**src/design/bpa_pkg.sv**
```systemverilog
`timescale 1ns / 1ps
// ----------------------------------------------------------------------------
// Bitmap page allocator package
// Shared widths, codes, payload types and controller/datapath interface types.
// ----------------------------------------------------------------------------
package bpa_pkg;

  localparam int MAX_PAGES_DEF  = 1024;
  localparam int PAGE_BYTES_DEF = 4096;

  localparam int ADDR_W   = 48;
  localparam int CNT_W    = 11;
  localparam int STATUS_W = 2;
  localparam int WORD_W   = 64;

  // Request opcodes.
  localparam logic OP_ACQUIRE = 1'b0;
  localparam logic OP_RELEASE = 1'b1;

  // Result status codes.
  localparam logic [STATUS_W-1:0] STATUS_OK      = 2'd0;
  localparam logic [STATUS_W-1:0] STATUS_NO_FREE = 2'd1;
  localparam logic [STATUS_W-1:0] STATUS_INVALID = 2'd2;

  // Configuration register indexes (byte address bit 3).
  localparam logic REG_ALLOWED_PAGES = 1'b0;
  localparam logic REG_REGION_BASE   = 1'b1;

  localparam int CFG_ADDR_W = 4;
  localparam int CFG_DATA_W = 64;
  localparam logic [CNT_W-1:0] ALLOWED_PAGES_RST = 11'd1024;

  typedef struct packed {
    logic              opcode;
    logic [ADDR_W-1:0] release_address;
  } in_item_t;

  typedef struct packed {
    logic [STATUS_W-1:0] status;
    logic [ADDR_W-1:0]   page_address;
    logic [CNT_W-1:0]    pages_in_use;
  } out_item_t;

  typedef enum logic [3:0] {
    ST_CLEAR,
    ST_IDLE,
    ST_ACQ_SCAN,
    ST_ACQ_MUL,
    ST_REL_SUB,
    ST_REL_DIV,
    ST_REL_RD,
    ST_REL_CHK,
    ST_FIN
  } alloc_state_t;

  typedef struct packed {
    logic accept;
    logic clear_wr;
    logic scan;
    logic mul;
    logic rel_sub;
    logic div_step;
    logic rel_chk;
    logic load_out;
  } ctrl_cmd_t;

  typedef struct packed {
    logic in_op;
    logic clear_last;
    logic scan_found;
    logic scan_fail;
    logic rel_bad;
  } dp_status_t;

endpackage

```
**src/design/bitmap_page_allocator_unit.sv**
```systemverilog
`timescale 1ns / 1ps
// ----------------------------------------------------------------------------
// Bitmap page allocator unit
// Acquire: first-fit scan of k bitmap words (1 to 16 at the default size), then
// the page address multiply, which is skipped when no page is free. Release:
// range check, page division, bitmap read and check; an out-of-range address
// skips to the result. Next request is taken the cycle after the result is loaded.
// Reset: a bitmap clearing pass runs before the first request is taken.
// ----------------------------------------------------------------------------
module bitmap_page_allocator_unit
  import bpa_pkg::*;
#(
  parameter int MAX_PAGES  = MAX_PAGES_DEF,
  parameter int PAGE_BYTES = PAGE_BYTES_DEF
) (
  input  logic                  clk,
  input  logic                  rst_n,
  input  logic                  in_valid,
  output logic                  in_ready,
  input  in_item_t              in_data,
  output logic                  out_valid,
  input  logic                  out_ready,
  output out_item_t             out_data,
  input  logic                  psel,
  input  logic                  penable,
  input  logic                  pwrite,
  input  logic [CFG_ADDR_W-1:0] paddr,
  input  logic [CFG_DATA_W-1:0] pwdata,
  output logic [CFG_DATA_W-1:0] prdata,
  output logic                  pready
);

  logic [CNT_W-1:0]  allowed_pages;
  logic [ADDR_W-1:0] region_base;
  ctrl_cmd_t         cmd;
  dp_status_t        st;

  bpa_cfg_regs u_cfg (
    .clk             (clk),
    .rst_n           (rst_n),
    .psel            (psel),
    .penable         (penable),
    .pwrite          (pwrite),
    .paddr           (paddr),
    .pwdata          (pwdata),
    .prdata          (prdata),
    .pready          (pready),
    .allowed_pages_r (allowed_pages),
    .region_base_r   (region_base)
  );

  bpa_ctrl u_ctrl (
    .clk       (clk),
    .rst_n     (rst_n),
    .in_valid  (in_valid),
    .in_ready  (in_ready),
    .out_valid (out_valid),
    .out_ready (out_ready),
    .st        (st),
    .cmd       (cmd)
  );

  bpa_datapath #(
    .MAX_PAGES  (MAX_PAGES),
    .PAGE_BYTES (PAGE_BYTES)
  ) u_dp (
    .clk           (clk),
    .rst_n         (rst_n),
    .in_data       (in_data),
    .allowed_pages (allowed_pages),
    .region_base   (region_base),
    .cmd           (cmd),
    .st            (st),
    .out_data      (out_data)
  );

endmodule

```
**src/design/bpa_cfg_regs.sv**
```systemverilog
`timescale 1ns / 1ps
// ----------------------------------------------------------------------------
// Bitmap page allocator configuration registers
// APB-style register file holding the allowed page count and region base.
// ----------------------------------------------------------------------------
module bpa_cfg_regs
  import bpa_pkg::*;
(
  input  logic                  clk,
  input  logic                  rst_n,
  input  logic                  psel,
  input  logic                  penable,
  input  logic                  pwrite,
  input  logic [CFG_ADDR_W-1:0] paddr,
  input  logic [CFG_DATA_W-1:0] pwdata,
  output logic [CFG_DATA_W-1:0] prdata,
  output logic                  pready,
  output logic [CNT_W-1:0]      allowed_pages_r,
  output logic [ADDR_W-1:0]     region_base_r
);

  logic wr_en;
  logic reg_idx;

  assign pready  = 1'b1;
  assign wr_en   = psel && penable && pwrite;
  // Registers sit on 8-byte boundaries; the low address bits are not decoded.
  assign reg_idx = paddr[3];

  always_ff @(posedge clk) begin
    if (!rst_n) begin
      allowed_pages_r <= ALLOWED_PAGES_RST;
      region_base_r   <= '0;
    end else if (wr_en) begin
      case (reg_idx)
        REG_ALLOWED_PAGES: allowed_pages_r <= pwdata[CNT_W-1:0];
        REG_REGION_BASE:   region_base_r   <= pwdata[ADDR_W-1:0];
        default: ;
      endcase
    end
  end

  always_comb begin
    case (reg_idx)
      REG_ALLOWED_PAGES: prdata = CFG_DATA_W'(allowed_pages_r);
      REG_REGION_BASE:   prdata = CFG_DATA_W'(region_base_r);
      default:           prdata = '0;
    endcase
  end

endmodule

```
**src/design/bpa_ctrl.sv**
```systemverilog
`timescale 1ns / 1ps
// ----------------------------------------------------------------------------
// Bitmap page allocator controller
// Sequences the clearing pass, acquire scan and release check, and owns the
// request and result handshakes.
// ----------------------------------------------------------------------------
module bpa_ctrl
  import bpa_pkg::*;
(
  input  logic       clk,
  input  logic       rst_n,
  input  logic       in_valid,
  output logic       in_ready,
  output logic       out_valid,
  input  logic       out_ready,
  input  dp_status_t st,
  output ctrl_cmd_t  cmd
);

  alloc_state_t state_r, state_nxt;
  logic         out_valid_r, out_valid_nxt;

  always_ff @(posedge clk) begin
    if (!rst_n) begin
      state_r     <= ST_CLEAR;
      out_valid_r <= 1'b0;
    end else begin
      state_r     <= state_nxt;
      out_valid_r <= out_valid_nxt;
    end
  end

  always_comb begin
    state_nxt = state_r;
    cmd       = '0;
    in_ready  = 1'b0;
    case (state_r)
      ST_CLEAR: begin
        cmd.clear_wr = 1'b1;
        if (st.clear_last) begin
          state_nxt = ST_IDLE;
        end
      end
      ST_IDLE: begin
        in_ready = 1'b1;
        if (in_valid) begin
          cmd.accept = 1'b1;
          state_nxt  = (st.in_op == OP_RELEASE) ? ST_REL_SUB : ST_ACQ_SCAN;
        end
      end
      ST_ACQ_SCAN: begin
        cmd.scan = 1'b1;
        if (st.scan_found) begin
          state_nxt = ST_ACQ_MUL;
        end else if (st.scan_fail) begin
          state_nxt = ST_FIN;
        end
      end
      ST_ACQ_MUL: begin
        cmd.mul   = 1'b1;
        state_nxt = ST_FIN;
      end
      ST_REL_SUB: begin
        cmd.rel_sub = 1'b1;
        state_nxt   = st.rel_bad ? ST_FIN : ST_REL_DIV;
      end
      ST_REL_DIV: begin
        cmd.div_step = 1'b1;
        state_nxt    = ST_REL_RD;
      end
      ST_REL_RD: begin
        state_nxt = ST_REL_CHK;
      end
      ST_REL_CHK: begin
        cmd.rel_chk = 1'b1;
        state_nxt   = ST_FIN;
      end
      ST_FIN: begin
        // Hold the finished result until the output register is free.
        if (!out_valid_r || out_ready) begin
          cmd.load_out = 1'b1;
          state_nxt    = ST_IDLE;
        end
      end
      default: begin
        state_nxt = ST_IDLE;
      end
    endcase
  end

  always_comb begin
    if (cmd.load_out) begin
      out_valid_nxt = 1'b1;
    end else if (out_ready) begin
      out_valid_nxt = 1'b0;
    end else begin
      out_valid_nxt = out_valid_r;
    end
  end

  assign out_valid = out_valid_r;

endmodule

```
**src/design/bpa_datapath.sv**
```systemverilog
`timescale 1ns / 1ps
// ----------------------------------------------------------------------------
// Bitmap page allocator datapath
// Bitmap memory, used-page counter, first-fit word scan, address-to-page
// conversion and result register.
// ----------------------------------------------------------------------------
module bpa_datapath
  import bpa_pkg::*;
#(
  parameter int MAX_PAGES  = MAX_PAGES_DEF,
  parameter int PAGE_BYTES = PAGE_BYTES_DEF
) (
  input  logic              clk,
  input  logic              rst_n,
  input  in_item_t          in_data,
  input  logic [CNT_W-1:0]  allowed_pages,
  input  logic [ADDR_W-1:0] region_base,
  input  ctrl_cmd_t         cmd,
  output dp_status_t        st,
  output out_item_t         out_data
);

  localparam int NWORDS = (MAX_PAGES + WORD_W - 1) / WORD_W;
  localparam int WW     = (NWORDS > 1) ? $clog2(NWORDS) : 1;
  localparam int PW     = WW + 6;
  localparam int LW     = (PW + 1 > CNT_W) ? PW + 1 : CNT_W;
  localparam longint unsigned SPAN_BYTES = longint'(MAX_PAGES) * longint'(PAGE_BYTES);
  localparam int OW     = $clog2(SPAN_BYTES);
  localparam int PBW    = $clog2(PAGE_BYTES + 1);
  localparam int PRW    = PW + PBW;
  // Page number by reciprocal multiplication; exact for every offset below 2**OW.
  localparam int RS     = OW + PBW;
  localparam longint unsigned RM =
    ((longint'(1) << RS) + longint'(PAGE_BYTES) - 1) / longint'(PAGE_BYTES);
  localparam int RMW    = $clog2(RM + 1);
  localparam int QW     = OW + RMW;

  logic [WORD_W-1:0] bitmap_mem [NWORDS];
  logic [WORD_W-1:0] rd_data_r;
  logic [WW-1:0]     rd_addr;
  logic              mem_we;
  logic [WW-1:0]     mem_wa;
  logic [WORD_W-1:0] mem_wd;

  in_item_t            req_r;
  logic [CNT_W-1:0]    used_r;
  logic [WW-1:0]       clr_w_r;
  logic [WW-1:0]       chk_w_r;
  logic [PW-1:0]       page_r;
  logic [OW-1:0]       rem_r;
  logic [PRW-1:0]      prod_r;
  logic [STATUS_W-1:0] res_status_r;
  logic                res_acq_ok_r;
  out_item_t           out_r;

  // Acquire scan
  logic [LW-1:0]     limit_l;
  logic [LW-1:0]     allowed_l;
  logic [LW-1:0]     next_base;
  logic              full;
  logic              partial;
  logic              last_word;
  logic [WORD_W-1:0] limit_mask;
  logic [WORD_W-1:0] free_bits;
  logic [WORD_W-1:0] lsb;
  logic [5:0]        bit_idx;
  logic              scan_found;

  // Release
  logic [ADDR_W:0] diff;
  logic            page_set;
  logic            rel_ok;

  // --------------------------------------------------------------------------
  // Acquire: one bitmap word per cycle, pages at or above the limit read as used.
  // --------------------------------------------------------------------------
  assign allowed_l = LW'(allowed_pages);
  assign limit_l   = (allowed_l > LW'(MAX_PAGES)) ? LW'(MAX_PAGES) : allowed_l;
  assign full      = LW'(used_r) >= limit_l;
  assign next_base = (LW'(chk_w_r) + LW'(1)) << 6;
  assign partial   = limit_l < next_base;
  assign last_word = (limit_l <= next_base) || (chk_w_r == WW'(NWORDS - 1));
  assign limit_mask = partial ? ~((WORD_W'(1) << limit_l[5:0]) - WORD_W'(1)) : '0;
  assign free_bits  = ~(rd_data_r | limit_mask);
  assign lsb        = free_bits & (~free_bits + WORD_W'(1));
  assign scan_found = !full && (free_bits != '0);

  always_comb begin
    bit_idx = '0;
    for (int b = 0; b < WORD_W; b++) begin
      if (lsb[b]) begin
        bit_idx = bit_idx | 6'(b);
      end
    end
  end

  // --------------------------------------------------------------------------
  // Release: offset check, then division by the page size as a reciprocal multiply.
  // --------------------------------------------------------------------------
  assign diff     = {1'b0, req_r.release_address} - {1'b0, region_base};
  assign page_set = rd_data_r[page_r[5:0]];
  assign rel_ok   = page_set && (used_r != '0);

  assign st.in_op      = in_data.opcode;
  assign st.clear_last = clr_w_r == WW'(NWORDS - 1);
  assign st.scan_found = scan_found;
  assign st.scan_fail  = !scan_found && (full || last_word);
  assign st.rel_bad    = diff[ADDR_W] || (diff[ADDR_W-1:0] >= ADDR_W'(SPAN_BYTES));

  // --------------------------------------------------------------------------
  // Bitmap memory
  // --------------------------------------------------------------------------
  always_comb begin
    if (cmd.accept) begin
      rd_addr = '0;
    end else if (cmd.scan) begin
      rd_addr = chk_w_r + WW'(1);
    end else begin
      rd_addr = page_r[PW-1:6];
    end
  end

  always_comb begin
    mem_we = 1'b0;
    mem_wa = clr_w_r;
    mem_wd = '0;
    if (cmd.clear_wr) begin
      mem_we = 1'b1;
    end else if (cmd.scan && scan_found) begin
      mem_we = 1'b1;
      mem_wa = chk_w_r;
      mem_wd = rd_data_r | lsb;
    end else if (cmd.rel_chk && rel_ok) begin
      mem_we = 1'b1;
      mem_wa = page_r[PW-1:6];
      mem_wd = rd_data_r & ~(WORD_W'(1) << page_r[5:0]);
    end
  end

  always_ff @(posedge clk) begin
    if (mem_we) begin
      bitmap_mem[mem_wa] <= mem_wd;
    end
    rd_data_r <= bitmap_mem[rd_addr];
  end

  // --------------------------------------------------------------------------
  // Control counters
  // --------------------------------------------------------------------------
  always_ff @(posedge clk) begin
    if (!rst_n) begin
      used_r  <= '0;
      clr_w_r <= '0;
    end else begin
      if (cmd.clear_wr) begin
        clr_w_r <= clr_w_r + WW'(1);
      end
      if (cmd.scan && scan_found) begin
        used_r <= used_r + CNT_W'(1);
      end else if (cmd.rel_chk && rel_ok) begin
        used_r <= used_r - CNT_W'(1);
      end
    end
  end

  // --------------------------------------------------------------------------
  // Request, scan and page registers
  // --------------------------------------------------------------------------
  always_ff @(posedge clk) begin
    if (cmd.accept) begin
      req_r        <= in_data;
      chk_w_r      <= '0;
      res_status_r <= STATUS_OK;
      res_acq_ok_r <= 1'b0;
    end
    if (cmd.scan) begin
      if (scan_found) begin
        page_r       <= {chk_w_r, bit_idx};
        res_acq_ok_r <= 1'b1;
      end else if (full || last_word) begin
        res_status_r <= STATUS_NO_FREE;
      end else begin
        chk_w_r <= chk_w_r + WW'(1);
      end
    end
    if (cmd.mul) begin
      prod_r <= PRW'(page_r) * PRW'(PAGE_BYTES);
    end
    if (cmd.rel_sub) begin
      if (st.rel_bad) begin
        res_status_r <= STATUS_INVALID;
      end
      rem_r <= diff[OW-1:0];
    end
    if (cmd.div_step) begin
      page_r <= PW'((QW'(rem_r) * QW'(RM)) >> RS);
    end
    if (cmd.rel_chk && !rel_ok) begin
      res_status_r <= STATUS_INVALID;
    end
    if (cmd.load_out) begin
      out_r.status       <= res_status_r;
      out_r.page_address <= res_acq_ok_r ? (region_base + ADDR_W'(prod_r)) : '0;
      out_r.pages_in_use <= used_r;
    end
  end

  assign out_data = out_r;

endmodule
```
**config.mk**
```make
export PLATFORM = sky130hd
export DESIGN_NAME = bitmap_page_allocator_unit
export DESIGN_NICKNAME = d
export VERILOG_FILES = /design/src/design/bpa_pkg.sv /design/src/design/bitmap_page_allocator_unit.sv /design/src/design/bpa_cfg_regs.sv /design/src/design/bpa_ctrl.sv /design/src/design/bpa_datapath.sv
export SDC_FILE = /design/constraint.sdc
export NUM_CORES = 2
export LEC_CHECK = 0
export BUFFER_PORTS_ARGS = -buffer_cell sky130_fd_sc_hd__buf_2
export CAP_MARGIN = 20
export CORE_MARGIN = 3
export CORE_UTILIZATION = 62
export DETAILED_ROUTE_END_ITERATION = 12
export GPL_TIMING_DRIVEN = 0
export PLACE_DENSITY = 0.78
export SLEW_MARGIN = 20
export SYNTH_ARGS = -nofsm -noshare
export SYNTH_HDL_FRONTEND = slang
export SYNTH_HIERARCHICAL = 1
export SYNTH_SLANG_ARGS = --single-unit
```
**constraint.sdc**
```tcl
create_clock -name clk -period 12.6 [get_ports clk]
set_input_delay 1.89 -clock clk [delete_from_list [all_inputs] [get_ports clk]]
set_output_delay 1.89 -clock clk [all_outputs]
set_load 0.03 [all_outputs]
```
* Word level (Yosys, flattened, before mapping) *
Memories as Yosys holds them, arrays and structs flattened. A register that Yosys moved wholly into a read port is not among the register bits.
Index checks and enable logic that the tools add are counted.
Widths: inputs -> output; s select.

word-level totals
  register bits after elaboration = 237
  bits in latches = 0
  bits in writable memories = 1024
  memory bits (read-only) = 0
  bits of input ports = 124
  output and inout port bits = 128
  logic and storage cells = 252
  memories kept = 1

cells by class
  add/sub/neg operators = 9
  multiply operators = 0
  div/mod/pow operators = 0
  order comparisons = 6
  equal/unequal tests = 19
  shifts and indexed selects = 2
  muxes and demuxes = 163
  bitwise logic cells = 9
  reduce and logical (&&, ||, !) cells = 27

memories
  memory           depth  width  read ports  clocked after memory_dff  write ports  RTL line            text
  u_dp.bitmap_mem  16     64     1           1                         1            bpa_datapath.sv:38  logic [WORD_W-1:0] bitmap_mem [NWORDS];

operators with widths
  operator               number
  $mux 64                7
  $not 64->64            4
  $mux 48                5
  $mux 6                 32
  $mux 4                 38
  $and 64x64->64         2
  $or 64x64->64          2
  $pmux 64 s2            1
  $shl 1x6->64 const A   2
  $mux 11                11
  $mux 5                 16
  $add 64x1->64 const B  1
  $reduce_bool 64->1     1
  $sub 64x1->64 const B  1
  $sub 48x48->49         1
  $add 48x22->48         1
  $ge 48x23->1 const B   1
  $mux 10                4
  $pmux 4 s8             1
  $mux 1                 30
  $mux 2                 12
  $eq 4x3->1 const B     4
  $mux 3                 5
  $eq 4x4->1 const B     3
  26 further kinds       50

* Longest topological paths before layout *
  depth in word-level cells = 78
  mapped depth = 34

* Modules after synthesis *
The synthesis kept the hierarchy.

by module, submodules not included
  module        times used  cells an instance  area each (µm²)  sequential area each (µm²)
  bpa_datapath  1           3855               56814.5          36645.1
  bpa_cfg_regs  1           319                2826.5           1181.1
  bpa_ctrl      1           53                 390.4            100.1

* Least setup slack after synthesis *
No wires, ideal clock.

  kind = reg2reg
  start = reg u_cfg.allowed_pages_r[10]
  end = mem u_dp.bitmap_mem[0][0], enable pin
  arrival = 10.761 ns
  required time = 11.956 ns
  path slack = 1.194 ns
  cell stages (with the launch flop) = 23
  path through = dfxtp_1 -> buf_2 -> buf_2 -> inv_1 -> clkbuf_1 -> nand2_1 -> inv_1 -> ha_1 -> nor2b_1 -> o21ai_0 -> clkbuf_1 -> nand2_1 -> clkbuf_1 -> clkbuf_1 -> a41oi_1 -> o32ai_1 -> or4_1 -> nor4b_4 -> nor2_4 -> inv_2 -> buf_6 -> o311ai_4 -> nor4_1

between the ends
  longest elaborated chain between the ends = 16

ends and longest elaborated chain
  item                          RTL line             text
  start, declared               bpa_cfg_regs.sv:18   output logic [CNT_W-1:0] allowed_pages_r,
  start signal, assigned        bpa_cfg_regs.sv:36   REG_ALLOWED_PAGES: allowed_pages_r <= pwdata[CNT_W-1:0];
  $gt 11x11->1                  bpa_datapath.sv:78   assign limit_l = (allowed_l > LW'(MAX_PAGES)) ? LW'(MAX_PAGES) : allowed_l;
  $mux 11 *                     bpa_datapath.sv:78
  $shl 1x6->64                  bpa_datapath.sv:83   assign limit_mask = partial ? ~((WORD_W'(1) << limit_l[5:0]) - WORD_W'(1)) : '0;
  $sub 64x1->64                 bpa_datapath.sv:83
  $not 64->64                   bpa_datapath.sv:83
  $mux 64                       bpa_datapath.sv:83
  $or 64x64->64                 bpa_datapath.sv:84   assign free_bits = ~(rd_data_r | limit_mask);
  $not 64->64                   bpa_datapath.sv:84
  $reduce_bool 64->1            bpa_datapath.sv:86   assign scan_found = !full && (free_bits != '0);
  $logic_and 1x1->1 *           bpa_datapath.sv:86
  $logic_and 1x1->1 *           bpa_datapath.sv:129  end else if (cmd.scan && scan_found) begin
  $mux 1                        bpa_datapath.sv:129
  $mux 1 (2 in series)          bpa_datapath.sv:127  if (cmd.clear_wr) begin
  $mux 1                        bpa_datapath.sv:141  if (mem_we) begin
  $mux 1 (implied by the code)  bpa_datapath.sv:142  bitmap_mem[mem_wa] <= mem_wd;
  end, declared                 bpa_datapath.sv:38

Mark *: on every way between the ends. The rest lies on a longest branch, timed or not. The select of a mux whose other input is x is not followed.

* Final worst setup path *
  start = reg u_cfg.allowed_pages_r[10]
  end = mem u_dp.bitmap_mem[0][37], enable pin

Same word-level chain as after synthesis.

==> impl_summary.txt <==
----------------------------------------------------
[Clocking]
  Number of clock buffers inserted by TritonCTS ... 130
  Worst-skew pair later-pin latency ... 0.77 ns
  Clock edge transition at the registers on the reported setup and hold paths ... about 0.06 ns
  Count of H-tree levels built during CTS ... 4
  Cell at the root of the clock tree ... sky130_fd_sc_hd__clkbuf_16
  Post-CTS sizing ... 0
  Clock tree from TritonCTS ... done
  Sinks on Clock Net ... ~1300
  Number of setup buffers added after CTS ... 0
  Maximum number of buffers from clock root to sink ... 3
  Hold buffer count at cts ... 0

[Detailed routing]
  Iteration count of the initial detailed-routing pass ... 9
  DRC violation count after routing ... 0
  Post-DR wirelength/cell ... 34.10 µm
  Via count normalized by instance count ... 7.110
  Antenna violation net count after detailed routing ... 0
  DRT Wirelength ... 211800 µm
  DRC violation total after the first TritonRoute iteration ... roughly 7400
  Count of vias placed by the detailed router ... 44170

[Layout]
  Most common cell after layout, fill and taps aside ... sky130_fd_sc_hd__edfxtp_1
  Net count of the finished layout ... 5045
  Layout cells sized above 1 ... 0.2366
  Final Non-Filler Cells ... 6212
  Most used cells in the layout excluding fill and tap cells ... sky130_fd_sc_hd__edfxtp_1 (1163), sky130_fd_sc_hd__buf_2 (407), sky130_fd_sc_hd__nand2_1 (385)
  Area delta synth->final ... 15.04%

[Placed design]
  Post-DP HPWL ... 146200 µm
  Port Buffers ... between 200 and 250
  Final estimated routing congestion in global placement ... 1.027
  Cell count after placement ... a little under 6000

[Timing]
  Timing-limited maximum frequency ... just under 90 MHz
  Max_slew headroom ... 0.1892
  Number of endpoints with negative hold slack in the final report ... 0
  Setup Total Neg Slack ... 0 ns
  Setup violations, final ... 0
  Final worst path period need ... 11.18 ns
  Worst clock skew ... 0.05269 ns
  Final clock period utilization by the worst path ... 0.8874
  Fin. max-slew vios ... 0
  RSZ-0062 raised after global routing ... false
  Transition at the pin with the smallest max-transition slack ... about 1.2 ns

[Yosys]
  Sequential cell area fraction in the yosys report ... 0.6318
  Primary FF master, synth ... sky130_fd_sc_hd__edfxtp_1
  Cell count after synthesis ... 4227
  Number of enable flip-flop cells after synthesis ... about 1200
  Count of distinct cell types in the synthesized netlist ... 114
  Area of the mapped netlist ... ~60000 µm²
  Synthesis Warnings ... 6
  Mean cell area of the mapped netlist ... between 10 and 15 µm²
  Post-synthesis register bit count ... between 1000 and 1500
  FFs w/ async S/R, synth ... 0

[Power]
  Worst-case vdd ir drop ... 0.1443 mV
  Power density over cell area ... 136.3 nW/µm²
  Static Leak ... 0.02497 µW

[Critical path]
  Setup crit end kind ... register
  Maximum fanout along the worst path ... 10
  Setup crit start kind ... register
  CP required ... approximately 13 ns
  CP Class ... register to register
  Cell with the most instances on the worst path ... sky130_fd_sc_hd__buf_2
  Crit path largest cell delay ... 0.84 ns
  Arrival time of data at the critical path endpoint ... between 10 and 15 ns
  Slowest cell on crit path ... sky130_fd_sc_hd__nor4b_4

[Worst hold path]
  Type of the worst min-delay path ... register to register

[Die]
  Total die area ... 100600 µm²
  Area of the core ... 95440 µm²
  Initial standard-cell utilization of the core ... 0.6290
  Standard-cell rows ... 113
  Die width ... roughly 320 µm
  I/O pin total ... 252
  Vertical die dimension ... between 300 and 400 µm

[Global route]
  Global routing usage on met2 ... 0.6509
  First-pass GRT wire length ... 302800 µm
  Initial antenna violation count ... 11
  Number of global-route vias before repair ... roughly 43000
  Global-route usage over all layers ... 0.4240
  GRT overflow ... 0
  Met1 Track Usage GR ... 0.5647
  Met3 Use GR ... 0.1040
  Largest net degree at the start of global routing ... 62
  Most Used Layer, Global Route ... met2

[Run status]
  Run status ... finished clean

[Flow run]
  Maxcap violations ... 0

----------------------------------------------------
==> cells in the mapped netlist, types with 15 or more instances <==
cell                       number  share of area
sky130_fd_sc_hd__a21o_1        49         0.0061
sky130_fd_sc_hd__clkbuf_1     170          0.011
sky130_fd_sc_hd__nor4_1        44         0.0046
sky130_fd_sc_hd__nand3_1       76         0.0063
sky130_fd_sc_hd__mux4_2       277           0.10
sky130_fd_sc_hd__o21bai_1      15         0.0019
sky130_fd_sc_hd__nand4_1       38         0.0040
sky130_fd_sc_hd__nor2b_1       31         0.0032
sky130_fd_sc_hd__o211ai_1      20         0.0025
sky130_fd_sc_hd__a211oi_1     102          0.013
sky130_fd_sc_hd__ha_1          86          0.018
sky130_fd_sc_hd__edfxtp_1    1163           0.58
sky130_fd_sc_hd__nand2_1      385          0.024
sky130_fd_sc_hd__and3_1        16         0.0017
sky130_fd_sc_hd__o21ai_0      136          0.011
sky130_fd_sc_hd__inv_1        111         0.0069
sky130_fd_sc_hd__buf_1         44         0.0028
sky130_fd_sc_hd__mux2i_1       84          0.014
sky130_fd_sc_hd__xnor2_1       44         0.0064
sky130_fd_sc_hd__a31oi_1       96          0.010
sky130_fd_sc_hd__or3_1         39         0.0041
sky130_fd_sc_hd__o21a_1        15         0.0019
sky130_fd_sc_hd__buf_2         34         0.0028
sky130_fd_sc_hd__or4_1         17         0.0021
sky130_fd_sc_hd__nor2_1       189          0.012
sky130_fd_sc_hd__and2_1       124          0.013
sky130_fd_sc_hd__or2_2         15         0.0016
sky130_fd_sc_hd__dfxtp_1      150          0.050
sky130_fd_sc_hd__a21oi_1      215          0.018
sky130_fd_sc_hd__nor3_1        73         0.0061
sky130_fd_sc_hd__nand2b_1      32         0.0033
sky130_fd_sc_hd__buf_4         27         0.0034
==> cell families (layout without fill, tap and decap cells) <==
logic type	after synthesis	after routing	synth area share
mux	373	373	0.1202
other cells	2	23	0.0001251
fa+ha+maj	89	89	0.01892
xor+xnor	49	49	0.007149
compound gates	820	820	0.09060
flops	1313	1313	0.6318
buf+inv	394	1093	0.02791
simple gates	1187	1187	0.1033
==> critical path: cells and delay by family, from the launching register on <==
| family | cells | cell delay (ns) |
|---|---|---|
| buffers and inverters | 17 | 4.80 |
| DFF | 1 | 0.40 |
| and+or+nand+nor | 8 | 3.67 |
| adders and majority gates | 1 | 0.26 |
| AOI/OAI and AO/OA | 4 | 1.71 |
==> metrics by stage <==
step                  util  total power [µW]  cell area, µm²  worst slack [ns]  hold WS (ns)
floorplan                -              5219           60090             1.194        0.4082
global placement    0.6574              5401           62740            -9.347        0.4545
detailed placement  0.6755              5400           64470             1.893        0.4658
CTS                 0.7221              9410           68910             1.714        0.4741
global route        0.7235              9612           69050             1.145        0.4942
finish              0.7236              9414           69060             1.419        0.4795
==> flip-flops by register name (all words and copies together) (netlist names) <==
name	flops
u_dp/chk_w_r	4
u_cfg/region_base_r	48
u_dp/used_r	11
u_dp/out_data	61
u_dp/bitmap_mem	1024
u_dp/rd_data_r	64
u_dp/req_r	48
u_dp/page_r	10
u_dp/prod_r	10
u_dp/rem_r	10
u_ctrl/out_valid	1
u_cfg/allowed_pages_r	11
u_dp/res_acq_ok_r	1
u_ctrl/state_r	4
u_dp/clr_w_r	4
u_dp/res_status_r	2
==> worst paths after layout <==
path	from	endpoint	slack (ns)	cells past startpoint
setup reg to reg	u_cfg/allowed_pages_r[10]$_SDFFE_PN1P_	u_dp/bitmap_mem[0][37]$_DFFE_PP_	1.42	30
hold / removal	u_cfg/allowed_pages_r[6]$_SDFFE_PN0P_	u_cfg/allowed_pages_r[6]$_SDFFE_PN0P_	0.48	2
setup / recovery	u_cfg/allowed_pages_r[10]$_SDFFE_PN1P_	u_dp/bitmap_mem[0][37]$_DFFE_PP_	1.42	30
hold reg to reg	u_cfg/allowed_pages_r[6]$_SDFFE_PN0P_	u_cfg/allowed_pages_r[6]$_SDFFE_PN0P_	0.48	2
==> routing by layer <==
layer | vias up | share of wire
met5 | - | 0.000099
met4 | 4 | 0.067
met3 | 816 | 0.13
met2 | 3923 | 0.45
met1 | 21630 | 0.35
li1 | 17790 | -
==> power by group <==
part           leakage (µW)  internal [µW]  total (µW)  switching [µW]
clock network       0.00215           2320        4070            1750
logic               0.00976            157         457             300
registers            0.0131           4820        4890            69.3
==> final cells by class <==
class	instances	area (µm²)
Multi-Input combinational cell	2535	20830
Buffer	281	1271
Timing Repair Buffer	458	2559
Fill cell	5841	26380
Sequential cell	1313	37930
Antenna cell	6	15.01
Inverter	113	424.2
Tap cell	1265	1583
Clock buffer	178	3598
Clock inverter	63	849.6
No activity file was read; power rests on OpenSTA's default activity.
